==> src/hdl/dcf_store.sv <==
// Generic single-write, single-read synchronous RAM with a registered read.
// Per-entry valid bits make unwritten entries read as zero; no package needed.
`timescale 1ns / 1ps

module dcf_store #(
  parameter int W     = 32,
  parameter int DEPTH = 64
) (
  input  logic                       clk,
  input  logic                       rst_n,
  input  logic                       we,
  input  logic [$clog2(DEPTH)-1:0]   waddr,
  input  logic [W-1:0]               wdata,
  input  logic                       rd_en,
  input  logic [$clog2(DEPTH)-1:0]   raddr,
  output logic [W-1:0]               rdata
);

  logic [W-1:0]     mem [DEPTH];
  logic [DEPTH-1:0] vld_r;
  logic [W-1:0]     rd_q_r;
  logic             rd_vld_r;

  always_ff @(posedge clk) begin
    if (we) begin
      mem[waddr] <= wdata;
    end
    if (rd_en) begin
      rd_q_r <= mem[raddr];
    end
  end

  always_ff @(posedge clk) begin
    if (!rst_n) begin
      vld_r    <= '0;
      rd_vld_r <= 1'b0;
    end else begin
      if (we) begin
        vld_r[waddr] <= 1'b1;
      end
      if (rd_en) begin
        rd_vld_r <= vld_r[raddr];
      end
    end
  end

  // Unwritten entries read as zero
  assign rdata = rd_vld_r ? rd_q_r : '0;

endmodule

==> config.mk <==
export PLATFORM = sky130hd
export DESIGN_NAME = dcf_store
export DESIGN_NICKNAME = d
export VERILOG_FILES = /design/src/hdl/dcf_store.sv
export SDC_FILE = /design/constraint.sdc
export NUM_CORES = 2
export LEC_CHECK = 0
export ABC_AREA = 1
export BUFFER_PORTS_ARGS = -buffer_cell sky130_fd_sc_hd__buf_2
export CORE_ASPECT_RATIO = 1.75
export CORE_MARGIN = 8
export CORE_UTILIZATION = 40
export CTS_CLUSTER_DIAMETER = 150
export CTS_CLUSTER_SIZE = 10
export DETAILED_ROUTE_END_ITERATION = 16
export GPL_TIMING_DRIVEN = 1
export PLACE_DENSITY = 0.62
export SLEW_MARGIN = 15
export SYNTH_ARGS = -nofsm -noshare
export SYNTH_HDL_FRONTEND = slang
export SYNTH_SLANG_ARGS = --single-unit
==> constraint.sdc <==
create_clock -name clk -period 3.9 [get_ports clk]
set_input_delay 0.78 -clock clk [delete_from_list [all_inputs] [get_ports clk]]
set_output_delay 0.78 -clock clk [all_outputs]
set_load 0.005 [all_outputs]
* Word-level counts from Yosys, hierarchy flattened
Memory sizes are Yosys's and may differ from the RTL's. A register that Yosys moved wholly into a read port is not among the register bits.
Index checks and enable logic that the tools add are counted.
** Word-level totals
- Register bits :: 65
- Bits in writable memories :: 2048
- Input port bits :: 48
- Output and inout bits :: 32
- Word-level logic and storage cells :: 15
- Memories kept :: 1
** Memories
- mem :: depth 64, width 32, rd ports 1, clocked after Yosys merged registers in 1, wr ports 1, line 19 : logic [W-1:0] mem [DEPTH];
** Cells by class
- Order comparisons :: 3
- Muxes and demuxes :: 7
- Bitwise operators :: 1
- Reduce and logical (&&, ||, !) cells :: 1
** Operators by type and width (number)
- 64-bit OR :: 1
- 32-bit two-way mux :: 1
- 6-bit by 7-bit < comparator with 1-bit output, second input constant :: 2
- 1-bit binary-select mux with 6-bit select :: 1
- 1-bit demux with 6-bit select :: 1
- 6-bit by 1-bit >= comparator with 1-bit output, second input constant :: 1
- 1-bit two-way mux :: 4
- 1-bit logical AND :: 1

* Longest topological paths before layout
- Depth in word-level cells :: 5
- Mapped depth :: 14
- Gate-level depth less buffers :: 11

* Worst setup path before layout
Ideal clock, no wire load.
- Kind :: input to register
- From :: in we
- To :: mem mem[55][0] (enable)
- Setup time :: 422 ps
- Data arrival time :: 2691 ps
- Path slack :: 787 ps
- Stages on the path :: 4
- Path buffers :: 0
- Cell sequence :: clkinv_1 nor3_1 inv_1 nor2_1
** On the way
- Longest elaborated chain between the ends :: 2
** Ends and longest elaborated chain
- from (decl) :: line 11 : input logic we,
- 1-bit two-way mux :: line 25 : if (we) begin
- 1-bit two-way mux (implied by the code) :: line 26 : mem[waddr] <= wdata;
- to (decl) :: line 19
Every way passes these cells.

* Worst setup path after layout
- From :: reg rd_vld_r
- To :: out rdata[3]
** On the way
- Longest elaborated chain between the ends :: 1
** Ends and longest elaborated chain
- from (decl) :: line 22 : logic rd_vld_r;
- from (signal assigned) :: line 42 : rd_vld_r <= vld_r[raddr];
- 32-bit two-way mux :: line 48 : assign rdata = rd_vld_r ? rd_q_r : '0;
- to (decl) :: line 16 : output logic [W-1:0] rdata
Every way passes these cells.

==> reports/qor.yml <==
final_layout:
  syn_to_final_growth_pct: 13.8
  fillers: 18600
  design_area_mm2: 0.0962
  post-route-util_pct: 45.7
  drive_gt1_share_pct: 9.22
  nets: 6871
sta:
  max_freq_mhz: 327
  setup_viol: 0
  rsz0062_at_grt: "false"
  fin_crit_sh_pct: 78.4
  hold_ws_ns: 0.469
  tns_ns: 0
  finalCriticalPeriod_ns: 3.06
  skew_ns: 0.0419
  worst_slew_pin_slew_ns: 1.21
  slew_viol_final: 0
  final_hold_viol_count: 0
  slew_headroom_pct: 19.5
grt:
  grtUsageTotal_pct: 21.3
  grt_pass1_wl_um: 364000
  grt_max_degree: 129
  grt_pass1_vias: 55000
  grt_overflow: 0
  antenna_found_initial: 21
outcome:
  status: "finished, final reports clean"
synthesis:
  synth_warnings: 0
  avgSynthCellArea_um2: 12.6
  synth_nets: 6779
  muxShareOfSynthArea_pct: 0
  ys_types: 21
  synth_compound_area_share_pct: 9.67
  synth_cells: 6731
  synthAdderAreaFrac_pct: 0
  synthXorXnorAreaFrac_pct: 0
  yosys.area_share.simple_pct: 11.9
  synthesis.area_mm2: 0.0845
  ys_seq_elements: 2145
  ys_seq_area_share_pct: 75.5
  synth_top_family_by_area: "simple AND/OR/NAND/NOR gates"
drt:
  drc: 0
  drtIter0Drc: 5650
  wl_per_cell_um: 25.6
  viasPerCell: 5.76
  ant_nets: 0
  via_count: 56100
  drtPass1Iterations: 5
  routed_wl_um: 250000
die:
  dieHeight_um: 624
  die_x_um: 363
  std_cell_rows: 223
  initial_core_util_pct: 40.2
  io_pins: 80
  core_area_mm2: 0.210
  die_area_mm2: 0.227
clock_network:
  ctsResizeCount: 0
  worstSkewPairLatency_ns: 0.85
  ctsLongestPathBuffers: 4
  post_cts.repair.setup_buffers: 0
  cts_tree: "built"
  cts-buffers-inserted: 240
  cts_max_level: 4
  cts.sinks: 2145
  holdBufCountCts: 0
  clock-root-buffer: "clkbuf_16"
  path_clk_slew_ns: 0.06
critical_path:
  critPathArrivalTime_ns: 2.28
  cp_slowest_cell: "dfxtp_1"
  cpPeakStageDelay_ns: 0.57
  criticalPathCategory: "flop to output port"
  crit_fanout: 24
  worstSetupEndpointType: "output port"
  cp.required_ns: 3.12
  startpoint_type: "flop"
  critPathBufInv: 3
  crit_chain: "buf_4, nand2_1, inv_1, buf_2"
  path_delay_family: "buffers and inverters"
power_and_ir_drop:
  total_power_uw: 48200
  leakagePower_uw: 0.0316
  power_density_mw_per_mm2: 501
  peakVddDrop_uv: 391
placement:
  gp_congestion: 0.861
  place_area_mm2: 0.0896
  portBuffers: 79
  post-dp-hpwl_um: 145000
flow_run:
  cap_viol_max_count: 0
worst_hold_path:
  hold_class: "flop to flop"
## metrics by stage
stage	setup WS (ns)	instances
2_1_floorplan	0.787	6731
3_3_place_gp	0.621	9393
3_5_place_dp	0.623	9393
4_1_cts	0.763	9730
5_1_grt	0.734	9732
6_report	0.842	9740
## synthesized netlist by cell type
| master | instances | area share (%) |
|---|---|---|
| o22ai_1 | 487 | 3.6 |
| clkinv_1 | 2 | 0.0089 |
| dfxtp_1 | 65 | 1.5 |
| clkbuf_2 | 15 | 0.089 |
| inv_1 | 91 | 0.40 |
| clkbuf_1 | 247 | 1.1 |
| buf_2 | 150 | 0.89 |
| nand2_1 | 846 | 3.8 |
| buf_4 | 33 | 0.29 |
| nor2_1 | 1178 | 5.2 |
| o21ai_0 | 993 | 5.9 |
| buf_8 | 2 | 0.036 |
| o21ai_1 | 6 | 0.036 |
| buf_1 | 17 | 0.076 |
| inv_2 | 1 | 0.0044 |
| nor3_1 | 14 | 0.083 |
| edfxtp_1 | 2080 | 74 |
| inv_4 | 1 | 0.0074 |
| a21oi_1 | 25 | 0.15 |
| buf_6 | 6 | 0.080 |
| nand3_1 | 472 | 2.8 |
## report_power, final
part | leakage, uW | switching, uW | internal [uW]
registers | 0.0193 | 113 | 25500
clock network | 0.00312 | 8420 | 11200
logic | 0.00925 | 2190 | 773
## per-layer routing
metal / GRT usage (%) / up-vias / routed length (um)
met5: 0 / - / 78
met4: 9.96 / 12 / 12900
met3: 2.78 / 644 / 18300
met2: 37.7 / 2705 / 127000
met1: 25.6 / 28200 / 91600
li1: - / 24600 / -
## cells by family after synthesis
logic type,after synthesis
AOI/OAI and AO/OA,1511
buffers and inverters,565
DFF,2145
and+or+nand+nor,2510
## worst reg2reg max path: cells and delay by family (launching register included)
kind               cells  cell delay [ns]
AOI/OAI and AO/OA      2             0.27
DFF                    1             0.35
and+or+nand+nor        6             1.02
## cells in the final DEF, fill, tap and decap left out, types with 3 or more instances in the layout
cell,n
a21oi_1,25
buf_12,84
buf_2,72
buf_4,160
buf_8,3
clkbuf_1,89
clkbuf_16,243
dfxtp_1,65
diode_2,10
edfxtp_1,2080
inv_1,88
inv_6,3
nand2_1,846
nand3_1,472
nor2_1,1114
nor2_4,64
nor3_1,14
o21ai_0,993
o21ai_1,6
o22ai_1,487
## sequential cells by signal (all words and copies together), names as in the netlist
register / flops
rd_q_r: 32
vld_r: 64
mem: 2048
rd_vld_r: 1
## cell type report
type	instances	area (um2)	share of cell area (%)
sequential	2145	63800	66.3
multi-input combinational	4021	18700	19.4
clock buffer	332	6410	6.67
tap	2812	3520	3.66
timing repair buffer	320	3300	3.43
inverter	95	394	0.410
clock inverter	5	57.6	0.0599
antenna	10	25.0	0.0260
## final timing paths
path / cells after the start / start / endpoint / slack [ns]
worst max-delay path: 4 / rd_vld_r / rdata[3] / 0.84
worst min-delay path: 2 / vld_r[51] / vld_r[51] / 0.47
worst max register to register: 8 / mem[10][13] / rd_q_r[13] / 2.03
worst min register to register: 2 / vld_r[51] / vld_r[51] / 0.47
(Power assumes the default switching activity.)
