**config.mk**
```make
export PLATFORM = sky130hd
export DESIGN_NAME = dcf_mac
export DESIGN_NICKNAME = d
export VERILOG_FILES = /design/src/hdl/dcf_pkg.sv /design/src/hdl/dcf_mac.sv
export SDC_FILE = /design/constraint.sdc
export NUM_CORES = 2
export LEC_CHECK = 0
export BUFFER_PORTS_ARGS = -buffer_cell sky130_fd_sc_hd__buf_2
export CAP_MARGIN = 20
export CORE_ASPECT_RATIO = 1.75
export CORE_UTILIZATION = 35
export CTS_CLUSTER_DIAMETER = 150
export CTS_CLUSTER_SIZE = 16
export DETAILED_ROUTE_END_ITERATION = 8
export MAX_ROUTING_LAYER = met4
export PLACE_DENSITY = 0.63
export SYNTH_ARGS = -nofsm -noshare
export SYNTH_HDL_FRONTEND = slang
export SYNTH_SLANG_ARGS = --single-unit
export TNS_END_PERCENT = 20
```
**constraint.sdc**
```tcl
create_clock -name clk -period 6.12 [get_ports clk]
set_input_delay 0.306 -clock clk [delete_from_list [all_inputs] [get_ports clk]]
set_output_delay 0.306 -clock clk [all_outputs]
set_load 0.005 [all_outputs]
```
**src/hdl/dcf_pkg.sv**
```systemverilog
// Shared types and constants for the decimating complex FIR.
// Depends on nothing; dcf_mac and the top level import it.
`timescale 1ns / 1ps

package dcf_pkg;

  localparam int TAPS      = 64;
  localparam int PTR_W     = $clog2(TAPS);
  localparam int TAP_IDX_W = 6;
  localparam int SMP_W     = 16;
  localparam int COEF_W    = 18;
  localparam int PROD_W    = SMP_W + COEF_W;
  localparam int ACC_W     = PROD_W + 1 + PTR_W;
  localparam int FRAC_SH   = 17;
  localparam int DF_W      = 9;
  localparam int CNT_W     = 8;
  localparam logic [DF_W-1:0] DF_MAX   = DF_W'(256);
  localparam logic [DF_W-1:0] DF_RESET = DF_W'(1);

  localparam logic CMD_PUSH = 1'b0;
  localparam logic CMD_LOAD = 1'b1;

  typedef struct packed {
    logic signed [SMP_W-1:0] re;
    logic signed [SMP_W-1:0] im;
  } smp_t;

  typedef struct packed {
    logic signed [COEF_W-1:0] re;
    logic signed [COEF_W-1:0] im;
  } coef_t;

  typedef struct packed {
    logic clear;
    logic vld;
  } mac_ctl_t;

  typedef struct packed {
    logic signed [SMP_W-1:0] re;
    logic signed [SMP_W-1:0] im;
    logic                    sat;
  } mac_res_t;

  typedef enum logic [1:0] {
    ST_IDLE,
    ST_RUN,
    ST_FLUSH,
    ST_FINISH
  } state_t;

endpackage

```
**src/hdl/dcf_mac.sv**
```systemverilog
// Complex multiply-accumulate pipe with rounding and saturation of the sum.
// Depends on dcf_pkg for widths and the control and result structs.
`timescale 1ns / 1ps

module dcf_mac (
  input  logic              clk,
  input  logic              rst_n,
  input  dcf_pkg::mac_ctl_t ctl,
  input  dcf_pkg::smp_t     smp,
  input  dcf_pkg::coef_t    coef,
  output logic              busy,
  output dcf_pkg::mac_res_t res
);
  import dcf_pkg::*;

  localparam logic signed [ACC_W-1:0] RND_BIAS = ACC_W'(1) << (FRAC_SH - 1);
  localparam logic signed [ACC_W-1:0] SAT_MAX  = ACC_W'((2 ** (SMP_W - 1)) - 1);
  localparam logic signed [ACC_W-1:0] SAT_MIN  = -SAT_MAX - ACC_W'(1);

  logic signed [PROD_W-1:0] p_rr_r, p_ii_r, p_ri_r, p_ir_r;
  logic                     pvld_r;
  logic signed [ACC_W-1:0]  acc_re_r, acc_im_r;
  logic [SMP_W:0]           rs_re, rs_im;

  function automatic logic [SMP_W:0] rnd_sat(input logic signed [ACC_W-1:0] a);
    logic signed [ACC_W-1:0] b;
    logic signed [ACC_W-1:0] s;
    logic [SMP_W:0]          r;
    b = a + RND_BIAS;
    s = b >>> FRAC_SH;
    if (s > SAT_MAX) begin
      r = {1'b1, SAT_MAX[SMP_W-1:0]};
    end else if (s < SAT_MIN) begin
      r = {1'b1, SAT_MIN[SMP_W-1:0]};
    end else begin
      r = {1'b0, s[SMP_W-1:0]};
    end
    return r;
  endfunction

  // Products stage
  always_ff @(posedge clk) begin
    if (ctl.vld) begin
      p_rr_r <= smp.re * coef.re;
      p_ii_r <= smp.im * coef.im;
      p_ri_r <= smp.re * coef.im;
      p_ir_r <= smp.im * coef.re;
    end
  end

  always_ff @(posedge clk) begin
    if (!rst_n) begin
      pvld_r <= 1'b0;
    end else begin
      pvld_r <= ctl.vld;
    end
  end

  // Accumulate stage
  always_ff @(posedge clk) begin
    if (ctl.clear) begin
      acc_re_r <= '0;
      acc_im_r <= '0;
    end else if (pvld_r) begin
      acc_re_r <= acc_re_r + ACC_W'(p_rr_r) - ACC_W'(p_ii_r);
      acc_im_r <= acc_im_r + ACC_W'(p_ri_r) + ACC_W'(p_ir_r);
    end
  end

  assign rs_re   = rnd_sat(acc_re_r);
  assign rs_im   = rnd_sat(acc_im_r);
  assign res.re  = rs_re[SMP_W-1:0];
  assign res.im  = rs_im[SMP_W-1:0];
  assign res.sat = rs_re[SMP_W] | rs_im[SMP_W];
  assign busy    = pvld_r;

endmodule

```
Yosys cells after proc, flatten, opt, wreduce, memory -nomap -nowiden
Cells that the tools add are included.

Add/sub/neg operators: 6. Multipliers: 4. Magnitude comparators: 4. Multiplexer cells: 4. Bitwise logic cells: 1.

Operator list (count): multiplier 16 x 18 -> 34 bit (4); adder 41 x 34 -> 41 bit (3); adder 41 x 18 -> 41 bit, second input constant (2); two-way mux 17 bit (4); greater-than comparator 24 x 16 -> 1 bit, second input constant (2); < comparator 24 x 16 -> 1 bit, second input constant (2); subtractor 41 x 34 -> 41 bit (1); OR 1 bit (1).

Flip-flop bits (word level): 219. Input bits: 72. Output and inout bits: 34. Logic and storage cells: 26.

Logic depth before layout (Yosys ltp)
Depth in word-level cells: 5. Gate-level depth with buffers: 26. Depth with buffers taken out: 23.

Worst setup path before layout
OpenSTA, ideal clock, no wires.

Path type: input to register. Start: input port smp[17] in the netlist's numbering. End: register p_rr_r[33], data pin. Setup time: 260 ps. Arrival time: 6089 ps. Data required time: 5860 ps. Slack: -229 ps. Cell stages on the path: 23. Path buffers: 2. Path through: clkbuf_1 clkbuf_1 nand2_1 fa_1 fa_1 fa_1 inv_1 fa_1 fa_1 inv_1 fa_1 inv_1 ha_1 a21o_1 a21o_1 a211oi_1 o31a_1 o21a_1 a21oi_1 a221oi_1 o21ai_0 a21oi_1 xnor2_1.

Cells in the longest elaborated chain, start to end: 1.

RTL lines: start, declared (line dcf_mac.sv:9) `input dcf_pkg::smp_t smp,`; multiplier 16 x 18 -> 34 bit (line dcf_mac.sv:44) `p_rr_r <= smp.re * coef.re;`; end signal, assigned (line dcf_mac.sv:44); end, declared (line dcf_mac.sv:20) `logic signed [PROD_W-1:0] p_rr_r, p_ii_r, p_ri_r, p_ir_r;`.

No other way between the ends. A chain may end at the register's enable or synchronous reset.

Worst setup path after layout
Start: input port coef[25] in the netlist's numbering. End: register p_rr_r[33], data pin.

Cells in the longest elaborated chain, start to end: 1.

RTL lines: start, declared (line dcf_mac.sv:10) `input dcf_pkg::coef_t coef,`; multiplier 16 x 18 -> 34 bit (line dcf_mac.sv:44).

No other way between the ends.

==> metrics.md <==
| Metric | Value |
|---|---|
| Die area | 0.1650 sq mm |
| Htree depth | 1 |
| Core area | 0.1618 sq mm |
| Synthesis-to-finish area growth | 16.09% |
| Post-synthesis area per instance | 9.235 sq um |
| Most frequent cells in the layout | inv_1 (1458), fa_1 (1235), nand2_1 (633), buf_4 (601), and2_1 (554) |
| Worst-margin pin slew | 1043 ps |
| Clk sinks | 219 |
| Starting density of the core | 0.3533 |
| Setup_tns | 0 ps |
| Synth Cell Area | 0.05715 sq mm |
| Seq/Total Area, Yosys | 0.1005 |
| Ys flop type | edfxtp_1 |
| Max_cap viols | 0 |
| Row cnt | 195 |
| Final worst slack | 118.3 ps |
| Compound-cell area share of the yosys netlist | 0.07188 |
| Final antenna-violating net count | 0 |
| CTS root buffer | clkbuf_16 |
| Routed WL | 171.0 mm |
| Final setup viols | 0 |
| Slowest cell on crit path | fa_1 |
| Final Cycle Share | 0.9807 |
| Final #Nets | 8472 |
| CP Cell Sequence | buf_2 -> buf_12 -> buf_12 -> and2_1 -> fa_1 -> inv_1 -> fa_1 -> fa_2 -> fa_1 -> inv_1 -> fa_1 -> fa_1 -> ha_1 -> buf_4 -> o21a_1 -> o211ai_1 -> o31a_1 -> o21a_1 -> a21oi_2 -> a221oi_2 -> o21ai_0 -> a21oi_2 -> xnor2_2 |
| Yosys warning total | 0 |
| CP Capture Type | register |
| Port bufs | 105 |
| Mux contribution to synthesized area | 0.005802 |
| WS Path Type | primary input to register |
| Fmax | 0.1666 GHz |
| Critical Path RT | 6370 ps |
| Largest family of logic cells by synthesized area | adder cells |
| Final Wtd Congestion | 0.9402 |
| CTS Buffer Depth | 3 |
| Later-pin clock latency in the skew report | 550 ps |
| Tot GR Track Use | 0.2190 |
| Post-synth EDFFs | 136 |
| Clk_skew | 21.02 ps |
| Worst R2R Start | p_ri_r[1] |
| Layout cells sized above 1 | 0.1298 |
| DRC Markers | 0 |
| Vias per cell | 4.832 |
| Cells after DPL | 8873 |
| Crit start category | primary input |
| Number of global-route vias before repair | 49360 |
| Largest net degree at the start of global routing | 71 |
| RSZ-0062 raised after global routing | true |
| Post-synth top area cell | fa_1 |
| Worst hold-check path type | primary input to register |
| I/O pin total | 106 |
| Post-synthesis xor/xnor area fraction | 0.03893 |
| CTS tree | done |
| Seq cells post-synth | 219 |
| Via count | 43170 |
| Critical Path AT | 6250 ps |
| Async SR Flop Fraction | 0 |
| Syn Nets | 7929 |
| CP dominant cell by count | fa_1 |
| Post-synth cell types | 70 |
| Leading cell type in the layout, fill and taps excluded | inv_1 |
| Post-Place Setup Slack | -883.5 ps |
| Non-filler cells in the finished layout | 8933 |
| Top cell type's share of synthesized area | 0.4347 |
| Die X | 307.5 um |
| Die Ht | 536.6 um |
| Synth Instances | 6188 |
| Count of pins over their slew limit | 0 |
| Hpwl dp | 152.2 mm |
| DR pass1 iterations | 5 |
| Slew headroom | 0.3048 |
| Synth Area in Adders | 0.5284 |
| CTS Buf Count | 18 |
| Final hold viol count | 0 |
| Overflow left after global routing | 0 |
| Post-route minimum period | 6002 ps |
| Wire length of the first global-routing pass | 268.1 mm |
| Iter 0 DRT Violations | 1571 |
| Status | complete, no violations |
| Clk pin slew, worst setup/hold paths | 70 ps |
| Hold Path Origin | ctl[0] |
| WL/cell | 19.14 um |
| Initial antenna violation count | 31 |
| Crit-path max cell delay | 560 ps |
| Filler cell count | 15860 |
| Simple-Gate Fraction of Synth Area | 0.1417 |
| Crit-path max FO | 16 |
| Ranking of synthesized cells by area | fa_1 (43%), inv_1 (9.6%), ha_1 (9.4%), edfxtp_1 (7.1%), and2_1 (6.1%) |
| CP Launch Point | coef[25] |
-- logic make-up after synthesis --
kind of cell | count (synthesis)
fa+ha+maj | 1669
xor+xnor | 254
mux | 33
buf+inv | 1717
flops | 219
simple gates | 1649
compound gates | 647
-- stage by stage --
step / instance area (sq um) / util / hold WS [ps]
detailed placement: 65340 / 0.4040 / 453.8
global route: 66340 / 0.4101 / 314.5
floorplan: 57180 / - / 418.5
finish: 66340 / 0.4101 / 277.1
CTS: 65970 / 0.4078 / 296.3
global placement: 65340 / 0.4040 / 452.7
-- cells in the mapped netlist, types with 16 or more instances --
cell	number
and2_1	554
nor2_1	225
xnor2_1	186
ha_1	428
o21ai_0	142
nand2_1	634
fa_1	1241
nor2b_1	25
mux2i_1	32
o21a_1	36
a31oi_1	16
edfxtp_1	136
dfxtp_1	83
o21bai_1	28
nand2b_1	37
inv_1	1458
a21o_1	93
nand3_1	56
and3_1	27
a211oi_1	30
a21oi_1	196
clkbuf_1	244
xor2_1	68
nor3_1	39
-- worst paths after layout --
| check | end | cells past startpoint | slack (ps) |
|---|---|---|---|
| worst max-delay path | p_rr_r[33] | 23 | 120 |
| worst min-delay path | p_rr_r[4] | 1 | 280 |
| worst min register to register | acc_re_r[15] | 2 | 470 |
| worst max register to register | acc_im_r[39] | 14 | 1680 |
-- layout make-up --
cell class,instances,area (sq um),share of cell area
tap,2167,2711,0.04087
clock inverter,2,25.02,0.0003772
inverter,1458,5473,0.08249
antenna,23,57.56,0.0008675
multi-input combinational,4252,45250,0.6821
sequential,219,5749,0.08666
timing repair buffer,782,6560,0.09888
clock buffer,30,516.7,0.007789
-- registers in the layout (all words and copies together), names as in the netlist --
signal	cells
p_ii_r	34
busy	1
p_ri_r	34
p_rr_r	34
acc_im_r	41
acc_re_r	41
p_ir_r	34
-- repair_timing --
item,CTS,global route
hold buffers,1,0
buffers inserted,1,3
gates resized for setup,15,70
pin swaps,2,23
endpoints found under the setup margin,16,31
hold endpoints to repair,1,0
-- routing by layer --
layer,vias to the layer above,wire length (um),global-route usage
met2,954,94130,0.4189
li1,19720,-,-
met4,0,14180,0.1511
met3,484,5996,0.02102
met5,-,0,-
met1,22010,56660,0.2017
-- critical path: cells and delay by family --
| kind | cells | cell delay, ps |
|---|---|---|
| adder cells (fa/ha/maj) | 7 | 3260 |
| AO/OA/AOI/OAI | 8 | 1600 |
| buffers and inverters | 6 | 770 |
| AND/OR/NAND/NOR | 1 | 180 |
| XOR/XNOR | 1 | 120 |
Power is not shown: default switching activity piles up to over one toggle a cycle in this logic, so the estimate is an artifact.
